===== src/sv/linear_probe_hash_table_top_assert.svh =====
// Assertion macros shared by the hash table RTL
`ifndef LINEAR_PROBE_HASH_TABLE_TOP_ASSERT_SVH
`define LINEAR_PROBE_HASH_TABLE_TOP_ASSERT_SVH

// Same-cycle implication, disabled while in reset
`define LPHT_ASSERT_IMP(label, clk, rst_n, ante, cons, msg) \
  label: assert property (@(posedge clk) disable iff (!rst_n) (ante) |-> (cons)) \
    else $error(msg);

// Next-cycle implication, disabled while in reset
`define LPHT_ASSERT_NXT(label, clk, rst_n, ante, cons, msg) \
  label: assert property (@(posedge clk) disable iff (!rst_n) (ante) |=> (cons)) \
    else $error(msg);

`endif


===== src/sv/lpht_ram.sv =====
// Generic single-write, single-read RAM with registered read data
module lpht_ram #(
  parameter int unsigned WIDTH = 8,
  parameter int unsigned DEPTH = 64
) (
  input  logic                     clk,
  input  logic                     we,
  input  logic [$clog2(DEPTH)-1:0] waddr,
  input  logic [WIDTH-1:0]         wdata,
  input  logic [$clog2(DEPTH)-1:0] raddr,
  output logic [WIDTH-1:0]         rdata
);

  logic [WIDTH-1:0] mem [DEPTH];
  logic [WIDTH-1:0] rdata_r;

  always_ff @(posedge clk) begin
    if (we) begin
      mem[waddr] <= wdata;
    end
    rdata_r <= mem[raddr];
  end

  assign rdata = rdata_r;

endmodule


===== config.mk =====
export PLATFORM = sky130hd
export DESIGN_NAME = lpht_ram
export DESIGN_NICKNAME = d
export VERILOG_FILES = /design/src/sv/linear_probe_hash_table_top_assert.svh /design/src/sv/lpht_ram.sv
export SDC_FILE = /design/constraint.sdc
export NUM_CORES = 1
export LEC_CHECK = 0
export ABC_CLOCK_PERIOD_IN_PS = 2000
export CAP_MARGIN = 10
export CORE_ASPECT_RATIO = 0.7
export CORE_UTILIZATION = 40
export CTS_BUF_LIST = sky130_fd_sc_hd__clkbuf_4
export CTS_CLUSTER_DIAMETER = 60
export DETAILED_ROUTE_END_ITERATION = 7
export DONT_BUFFER_PORTS = 1
export SYNTH_ARGS = -nofsm -noshare
export SYNTH_HDL_FRONTEND = slang
export SYNTH_SLANG_ARGS = --single-unit

===== constraint.sdc =====
create_clock -name clk -period 2 [get_ports clk]
set_input_delay 0.2 -clock clk [delete_from_list [all_inputs] [get_ports clk]]
set_output_delay 0.2 -clock clk [all_outputs]
set_load 0.005 [all_outputs]

==> results.sh <==
export IMPL_outcome="finished with violations"
export IMPL_violations="setup timing"
export IMPL_cap_violations=0
export IMPL_port_buffer_count=0
export IMPL_dr_first_iter_drc_count=1046
export IMPL_cts_path_max_buffers=3
export IMPL_clkTransAtPathRegs_ns=0.07
export IMPL_r2r_end="rdata[6]$_DFF_P_"
export IMPL_synth_cells=940
export IMPL_start_util_pct=40.7
export IMPL_final_util_pct=47.3
export IMPL_worstRegToRegCells=5
export IMPL_postCtsSetupBuffers=0
export IMPL_final_cell_mix="edfxtp_1 (512), clkbuf_4 (182), mux4_2 (126), nor2_1 (83), buf_4 (82)"
export IMPL_via_count=10300
export IMPL_fin_crit_ns=2.00
export IMPL_hold_start="raddr[1]"
export IMPL_grt_overflow=0
export IMPL_cp_data_required_time_ns=2.50
export IMPL_worstMarginPinSlew_ns=0.780
export IMPL_avgRoutedWirePerCell_um=25.4
export IMPL_gp_congestion=0.847
export IMPL_rrSetupSlack_ns=0.05
export IMPL_grt_pass1_vias=10600
export IMPL_critPathLaunchType="primary input"
export IMPL_endpoint="mem[52][5]$_DFFE_PP_"
export IMPL_critPathCaptureType="flop"
export IMPL_syn_avg_cell_area_sq_um=21.5
export IMPL_layout_commonest_cell="edfxtp_1"
export IMPL_cts_sinks=520
export IMPL_relSlewSlack_pct=47.9
export IMPL_cts_tree="done"
export IMPL_syn_area_sq_mm=0.0202
export IMPL_die_h_um=190
export IMPL_core_sq_mm=0.0495
export IMPL_ioPinCount=30
export IMPL_ys_seq_area_share_pct=77.0
export IMPL_ir_worst_vdd_mv=0.414
export IMPL_ys_ff_latch=520
export IMPL_syn_nets=962
export IMPL_final_setup_viol_count=1
export IMPL_max_freq_mhz=499
export IMPL_fin_worst_skew_ns=0.0300
export IMPL_wirelength_um=48000
export IMPL_fill_cells=4171
export IMPL_root_buffer="clkbuf_4"
export IMPL_grt_first_pass_wirelength_um=71100
export IMPL_drv_slew=0
export IMPL_synth_edf_count=512
export IMPL_path_max_fanout=6
export IMPL_drive_gt1_share_pct=35.1
export IMPL_synth_warning_count=0
export IMPL_critPathLaunch="waddr[4]"
export IMPL_route_detailed_drc=0
export IMPL_routed_via_density=5.45
export IMPL_fin_ws_ns=-0.00363
export IMPL_antenna_left=0
export IMPL_ys_types=40
export IMPL_ys_flop_type="edfxtp_1"
export IMPL_track_usage_pct=19.3
export IMPL_p_per_area_mw_per_mm2=913
export IMPL_async_flop_share_pct=0
export IMPL_clock_latency_ns=0.81
export IMPL_post_dp_hpwl_um=26600
export IMPL_r2r_start="mem[24][6]$_DFFE_PP_"
export IMPL_final_period_utilization_pct=100
export IMPL_htreeDepth=3
export IMPL_cts_buffers=117
export IMPL_fp_dieArea_sq_mm=0.0513
export IMPL_first_pass_iters=5
export IMPL_grt_max_degree=125
export IMPL_nNetsFinal=1149
export IMPL_area_growth_pct=16.1
export IMPL_leakage_nw=7.55
export IMPL_hold_path_class="primary input to flop"
export IMPL_grt_antenna_before_repair=2
export IMPL_row_count=68
export IMPL_die_x_um=270
export IMPL_cp_data_arrival_time_ns=2.51
export IMPL_critPathKind="primary input to flop"
export IMPL_dpl_cell_area_sq_mm=0.0213
export IMPL_design_area_sq_mm=0.0234
export IMPL_hold_violations=0
[routing by layer]
metal / share of wire, % / wire length [um] / track usage [%] / up-vias
met4: 1.6 / 751 / 5.39 / 0
met5: 0 / 0 / 0 / -
met1: 47 / 22400 / 28.8 / 5449
met3: 8.6 / 4130 / 6.05 / 61
met2: 43 / 20800 / 27.2 / 382
li1: - / - / - / 4396
[flip-flops by register name, summed over array words and instances (netlist names)]
signal  count
mem       512
rdata       8
[stage by stage]
| stage | hold WS (ns) | setup slack [ns] | TNS [ns] | instances | total power, mW |
|---|---|---|---|---|---|
| floorplan | 0.299 | 0.132 | 0 | 940 | 13.0 |
| global placement | 0.306 | 0.0152 | 0 | 1636 | 13.0 |
| global route | 0.0327 | -0.00288 | -0.00288 | 1886 | 22.2 |
| finish | 0.0617 | -0.00363 | -0.00363 | 1888 | 21.4 |
| CTS | 0.00403 | 0.0295 | 0 | 1885 | 21.7 |
| detailed placement | 0.306 | 0.00620 | 0 | 1636 | 13.0 |
[cell usage after synthesis, types with 2 or more instances]
cell type  count  area (sq um)
a2111oi_0      2          17.5
a211oi_1       4          30.0
a21oi_1        3          15.0
a221oi_1       6          52.6
a22oi_1        3          22.5
buf_1          4          15.0
buf_12         2          40.0
buf_2         11          55.1
buf_4         13          97.6
buf_6          4          45.0
clkbuf_1      17          63.8
dfxtp_1        8           160
edfxtp_1     512         15400
mux2_2        13           146
mux2i_1       23           230
mux4_2       126          2840
nand2_1       19          71.3
nand2b_1       7          43.8
nand3_1       13          65.1
nand3b_1       3          22.5
nand4_1        2          12.5
nor2_1        83           312
nor2b_1       14          87.6
nor3_1         7          35.0
nor4_1         2          12.5
o2111ai_1      3          26.3
o21a_1         2          15.0
o21ai_0        2          10.0
o21ai_1        2          10.0
o221a_2        2          22.5
o221ai_1       8          70.1
o22ai_1        8          50.1
o2bb2ai_1      3          26.3
o32ai_1        2          17.5
o41ai_1        2          17.5
[worst min-delay path by stage]
stage                           end  slack [ns]  cells past startpoint
2_1_floorplan   mem[0][0]$_DFFE_PP_        0.30                      0
3_3_place_gp   mem[63][4]$_DFFE_PP_        0.31                      0
3_5_place_dp   mem[20][3]$_DFFE_PP_        0.31                      0
4_1_cts            rdata[1]$_DFF_P_       0.004                      4
5_1_grt            rdata[5]$_DFF_P_        0.03                      4
6_report           rdata[6]$_DFF_P_        0.06                      5
[logic make-up (layout without fill, tap and decap cells)]
group,Yosys count,after routing,share of synthesized area [%]
compound gates,54,54,2.07
buf+inv,51,331,1.57
flops,520,520,77.0
mux,162,162,15.9
other cells,0,3,0
simple gates,153,153,3.39
[critical path, cell delays in order]
cell,delay [ns]
dlygate4sd3_1,0.73
nand4b_1,0.22
dlygate4sd3_1,0.66
nor2_1,0.44
buf_4,0.25
[where the power goes]
group	internal (mW)	switching, mW
clock	4.25	3.99
sequential	12.0	0.0467
combinational	0.474	0.570
total	16.8	4.60
[layout make-up]
cell class,count,area (sq um),share of cell area (%)
flip-flops and latches,520,15500,66.4
multi-input cells,369,4330,18.5
repair buffers,119,1180,5.06
clock buffers,182,1370,5.84
clock inverters,30,153,0.652
well taps,665,832,3.55
diodes,3,7.51,0.0321
[timing repair]
item / CTS / global route
setup endpoints to repair: 2 / 1
hold buffers: 37 / 0
gates cloned: 0 / 0
resized for setup: 2 / 1
endpoints found under the hold margin: 867 / 0
No activity file was read; power rests on OpenSTA's default activity.
