$ cat src/sv/linear_probe_hash_table_top_assert.svh
// Assertion macros shared by the hash table RTL
`ifndef LINEAR_PROBE_HASH_TABLE_TOP_ASSERT_SVH
`define LINEAR_PROBE_HASH_TABLE_TOP_ASSERT_SVH

// Same-cycle implication, disabled while in reset
`define LPHT_ASSERT_IMP(label, clk, rst_n, ante, cons, msg) \
  label: assert property (@(posedge clk) disable iff (!rst_n) (ante) |-> (cons)) \
    else $error(msg);

// Next-cycle implication, disabled while in reset
`define LPHT_ASSERT_NXT(label, clk, rst_n, ante, cons, msg) \
  label: assert property (@(posedge clk) disable iff (!rst_n) (ante) |=> (cons)) \
    else $error(msg);

`endif

$ cat src/sv/lpht_pkg.sv
// Shared types, constants and helpers of the linear probe hash table
package lpht_pkg;

  // Parameter defaults
  localparam int unsigned TABLE_DEPTH_DEF = 64;
  localparam int unsigned NAME_BYTES_DEF  = 8;

  // Fixed field widths
  localparam int unsigned KEY_W     = 64;
  localparam int unsigned PHONE_W   = 40;
  localparam int unsigned SIZE_W    = 7;   // table_size register
  localparam int unsigned SUM_W     = 11;  // sum of up to eight bytes
  localparam int unsigned OUT_IDX_W = 6;   // comparisons, slot_index
  localparam int unsigned STATUS_W  = 2;
  localparam int unsigned CFG_IDX_W = 1;

  // Request modes
  localparam logic MODE_INSERT = 1'b0;
  localparam logic MODE_SEARCH = 1'b1;

  // Result status codes
  localparam logic [STATUS_W-1:0] ST_INSERTED  = 2'd0;
  localparam logic [STATUS_W-1:0] ST_FULL      = 2'd1;
  localparam logic [STATUS_W-1:0] ST_FOUND     = 2'd2;
  localparam logic [STATUS_W-1:0] ST_NOT_FOUND = 2'd3;

  // Configuration register indexes
  localparam logic [CFG_IDX_W-1:0] CFG_REPLACE_MODE = 1'b0;
  localparam logic [CFG_IDX_W-1:0] CFG_TABLE_SIZE   = 1'b1;

  // Sequencer states
  typedef enum logic [2:0] {
    S_IDLE,
    S_HMOD,
    S_READ,
    S_CHECK,
    S_OMOD,
    S_DONE
  } lpht_state_t;

  // Request to the shared modulo unit
  typedef struct packed {
    logic              start;
    logic [SUM_W-1:0]  dividend;
    logic [SIZE_W-1:0] divisor;
  } mod_req_t;

  // Sum of the low nb bytes of a name
  function automatic logic [SUM_W-1:0] byte_sum(input logic [KEY_W-1:0] name,
                                                input int unsigned nb);
    logic [SUM_W-1:0] acc;
    acc = '0;
    for (int unsigned b = 0; b < 8; b++) begin
      if (b < nb) begin
        acc = acc + SUM_W'(name[8*b +: 8]);
      end
    end
    return acc;
  endfunction

endpackage

$ cat src/sv/lpht_mod.sv
// Shared radix-2 restoring modulo unit: byte sum modulo table size
module lpht_mod (
  input  logic                         clk,
  input  logic                         rst_n,
  input  lpht_pkg::mod_req_t           req,
  output logic                         done,
  output logic [lpht_pkg::SIZE_W-1:0]  rem
);

  localparam int unsigned CNT_W = $clog2(lpht_pkg::SUM_W);

  logic                         busy_r, busy_nxt;
  logic                         done_r, done_nxt;
  logic [CNT_W-1:0]             cnt_r, cnt_nxt;
  logic [lpht_pkg::SUM_W-1:0]   dvd_r, dvd_nxt;
  logic [lpht_pkg::SIZE_W-1:0]  div_r, div_nxt;
  logic [lpht_pkg::SIZE_W-1:0]  rem_r, rem_nxt;
  logic [lpht_pkg::SIZE_W:0]    trial;

  // One quotient bit per cycle, dividend MSB first
  always_comb begin
    busy_nxt = busy_r;
    done_nxt = 1'b0;
    cnt_nxt  = cnt_r;
    dvd_nxt  = dvd_r;
    div_nxt  = div_r;
    rem_nxt  = rem_r;
    trial    = {rem_r, dvd_r[lpht_pkg::SUM_W-1]};
    if (req.start) begin
      busy_nxt = 1'b1;
      cnt_nxt  = CNT_W'(lpht_pkg::SUM_W - 1);
      dvd_nxt  = req.dividend;
      div_nxt  = req.divisor;
      rem_nxt  = '0;
    end else if (busy_r) begin
      if (trial >= {1'b0, div_r}) begin
        rem_nxt = lpht_pkg::SIZE_W'(trial - {1'b0, div_r});
      end else begin
        rem_nxt = lpht_pkg::SIZE_W'(trial);
      end
      dvd_nxt = {dvd_r[lpht_pkg::SUM_W-2:0], 1'b0};
      cnt_nxt = cnt_r - CNT_W'(1);
      if (cnt_r == '0) begin
        busy_nxt = 1'b0;
        done_nxt = 1'b1;
      end
    end
  end

  // Control state
  always_ff @(posedge clk) begin
    if (!rst_n) begin
      busy_r <= 1'b0;
      done_r <= 1'b0;
    end else begin
      busy_r <= busy_nxt;
      done_r <= done_nxt;
    end
  end

  // Operands and partial remainder
  always_ff @(posedge clk) begin
    cnt_r <= cnt_nxt;
    dvd_r <= dvd_nxt;
    div_r <= div_nxt;
    rem_r <= rem_nxt;
  end

  assign done = done_r;
  assign rem  = rem_r;

endmodule

$ cat config.mk
export PLATFORM = sky130hd
export DESIGN_NAME = lpht_mod
export DESIGN_NICKNAME = d
export VERILOG_FILES = /design/src/sv/linear_probe_hash_table_top_assert.svh /design/src/sv/lpht_pkg.sv /design/src/sv/lpht_mod.sv
export SDC_FILE = /design/constraint.sdc
export NUM_CORES = 1
export LEC_CHECK = 0
export ABC_CLOCK_PERIOD_IN_PS = 5900
export BUFFER_PORTS_ARGS = -buffer_cell sky130_fd_sc_hd__buf_2
export CAP_MARGIN = 30
export CORE_ASPECT_RATIO = 0.5
export CORE_MARGIN = 2
export CORE_UTILIZATION = 30
export DETAILED_ROUTE_END_ITERATION = 16
export REMOVE_ABC_BUFFERS = 1
export SLEW_MARGIN = 20
export SYNTH_ARGS = -nofsm -noshare
export SYNTH_HDL_FRONTEND = slang
export SYNTH_SLANG_ARGS = --single-unit
$ cat constraint.sdc
create_clock -name clk -period 5.9 [get_ports clk]
set_input_delay 0.885 -clock clk [delete_from_list [all_inputs] [get_ports clk]]
set_output_delay 0.885 -clock clk [all_outputs]
set_load 0.005 [all_outputs]
==> results.md <==
* CTS Buf Count at 5
* Post-synthesis sequential area ratio at 47.6%
* Worst vdd ir at 0.118 mV
* Most common cell after layout, fill and taps aside: buf_2
* Clock Sink Count at 31
* IO Port Bufs at 28
* Synth Instances at 157
* Final period util at 38.3%
* Pint at 382 µW
* CP Capture Type: register
* Crit path kind: register to register
* Max_cap viols at 0
* Max Clock Skew at 0.00317 ns
* CTS resizes at 0
* Finished Cell Area at 1970 µm²
* FMAX at 0.443 GHz
* Area leader, netlist: edfxtp_1
* Site Rows at 19
* EDFF count, synth at 18
* Largest net degree at the start of global routing at 39
* Nets@finish at 215
* Clock power frac at 33.3%
* Pwr per Cell Area at 260 nW/µm²
* Worst-path fanout max at 9
* Placed Area at 1880 µm²
* Vias in the first global route at 1182
* # hold bufs at CTS at 0
* Reg clk slew, reported paths at 0.06 ns
* Final setup fails at 0
* Die Span Y at 56.9 µm
* Worst EP required at 6.03 ns
* Slowest stage delay, CP at 0.41 ns
* Synthesized area at 1680 µm²
* Antenna-violating nets left at 0
* Htree depth at 2
* Tmin final at 2.26 ns
* Setup WS pre-CTS at 3.67 ns
* Slowest CP cell: fa_1
* Final wirelength at 3.15 mm
* Vias at 1224
* Top-level port count at 29
* Core area at 5440 µm²
* Vias per cell at 4.73
* Unrepaired setup endpoints after global routing: false
* Drt first pass iters at 4
* Final hold violation count at 0
* Logic pwr share at 16.3%
* HPWL Detailed at 2.25 mm
* Ant. Diodes at 0
* Root Buffer: clkbuf_8
* CTS max path bufs at 2
* Asr flop ratio synth at 0%
* Startpoint types: register
* FF+latch count, synth at 31
* Sw power at 131 µW
* Max_slew headroom at 50.3%
* DR iter-0 viols at 84
* Crit path top cell by count: inv_1
* Filler cells at 541
* Die footprint at 6260 µm²
* Avg Cell Area, Syn at 10.7 µm²
* Final global-route overflow total at 0
* Area grow syn2layout at 17.2%
* Leakage dissipation at 0.000803 µW
* First-pass GRT wire length at 5.39 mm
* Die Width at 110 µm
* CTS tree: built
* CP Cell Sequence: inv_1 > ha_1 > inv_1 > fa_1 > a211oi_2 > or3_1 > and3_4 > a311oi_1
* Postcts setup bufs at 0
* Synth top area cells: edfxtp_1, dfxtp_1, mux2_2, ha_1, nor3b_1
* Final worst slack at 3.64 ns
* Commonest non-fill, non-tap cells in the layout: buf_2, edfxtp_1, inv_1, dfxtp_1, nor2_1
* Setup_tns at 0 ns
* Critical path data arrival time at 2.38 ns
* Synth top area share at 32.1%
* Outcome: complete, no violations
* Hold Path Class: register to register
* Yosys warning count at 0
* Routed len/inst at 12.2 µm
* Initial antenna violation count at 0
* DRC at 0
* Total Routing Usage GR at 11.4%
* Gpl congestion at 0.753
* Final-report max-slew violation count at 0
* Reg power frac at 50.4%
* Switching portion of total power at 25.5%
* Worst-Skew Late Latency at 0.29 ns
* Initial core utilization at 30.9%
* Share of layout cells above drive strength 1 at 28.0%
* Cell variety after synth at 41
* Worst-Margin Slew at 0.744 ns
* Primary FF master, synth: edfxtp_1
Yosys cell counts (4+ instances only):
library cell   n
ha_1           8
xnor2_1        4
inv_1         14
nand2_1        9
nor3b_1        8
mux2_2        10
clkbuf_1       5
dfxtp_1       13
nor2_1        12
nand2b_1       5
edfxtp_1      18
a41oi_1        4
a311oi_1       4
o21ai_0        7
power by group through the flow:
stage / Clock, µW / Sequential [µW] / Combinational, µW
6_report: 171 / 258 / 83.5
5_1_grt: 187 / 261 / 95.0
4_1_cts: 176 / 259 / 84.8
3_5_place_dp: 0 / 263 / 83.8
3_3_place_gp: 0 / 263 / 82.5
2_1_floorplan: 0 / 260 / 57.7
cell type report:
type                    instances  area [µm²]  area share [%]
repair buffers                 28         140            7.11
clock buffers                   7        86.3            4.38
clock inverters                 1        5.00           0.254
inverters                      14        52.6            2.67
well taps                      73        91.3            4.63
flip-flops and latches         31         801            40.6
multi-input cells             105         795            40.3
per-layer routing:
metal  wire length [µm]  track usage, %  up-vias
met2               1470            16.8       14
met1               1520            15.2      578
met3                111            4.46        5
met4                 53            4.34        0
met5                  0               0        -
li1                   -               -      627
kinds of logic (layout without fill, tap and decap cells):
| logic type | Yosys count | after routing | synth area share [%] |
|---|---|---|---|
| AND/OR/NAND/NOR | 48 | 48 | 15.9 |
| XOR/XNOR | 5 | 5 | 2.60 |
| buffers and inverters | 21 | 50 | 5.13 |
| adder cells (fa/ha/maj) | 9 | 9 | 7.14 |
| flip-flops | 31 | 31 | 47.6 |
| AO/OA/AOI/OAI | 33 | 33 | 14.9 |
| multiplexers | 10 | 10 | 6.70 |
per-stage QoR:
stage          power [µW]  util [%]  cells  hold WS, ns
2_1_floorplan         318         -    150        0.469
5_1_grt               543      36.2    259        0.526
4_1_cts               520      36.2    259        0.512
3_5_place_dp          347      34.5    251        0.489
6_report              513      36.2    259        0.505
3_3_place_gp          345      34.5    251        0.492
final timing paths:
kind | from | endpoint | slack, ns | cells after the start
min | cnt_r[3] | cnt_r[3] | 0.51 | 2
max | dvd_r[10] | rem[1] | 3.64 | 8
min reg2reg | cnt_r[3] | cnt_r[3] | 0.51 | 2
max reg2reg | dvd_r[10] | rem[1] | 3.64 | 8
sequential cells by signal, summed over array words and instances (netlist names):
signal,flops
busy_r,1
div_r,7
done,1
dvd_r,11
rem,7
cnt_r,4
worst max-delay path, delay by kind of cell, from the launching register on:
kind | cells | cell delay [ns]
AND/OR/NAND/NOR | 2 | 0.61
flip-flops | 1 | 0.35
adder cells (fa/ha/maj) | 2 | 0.58
buffers and inverters | 2 | 0.14
AO/OA/AOI/OAI | 2 | 0.41
No activity file was read; power rests on OpenSTA's default activity.
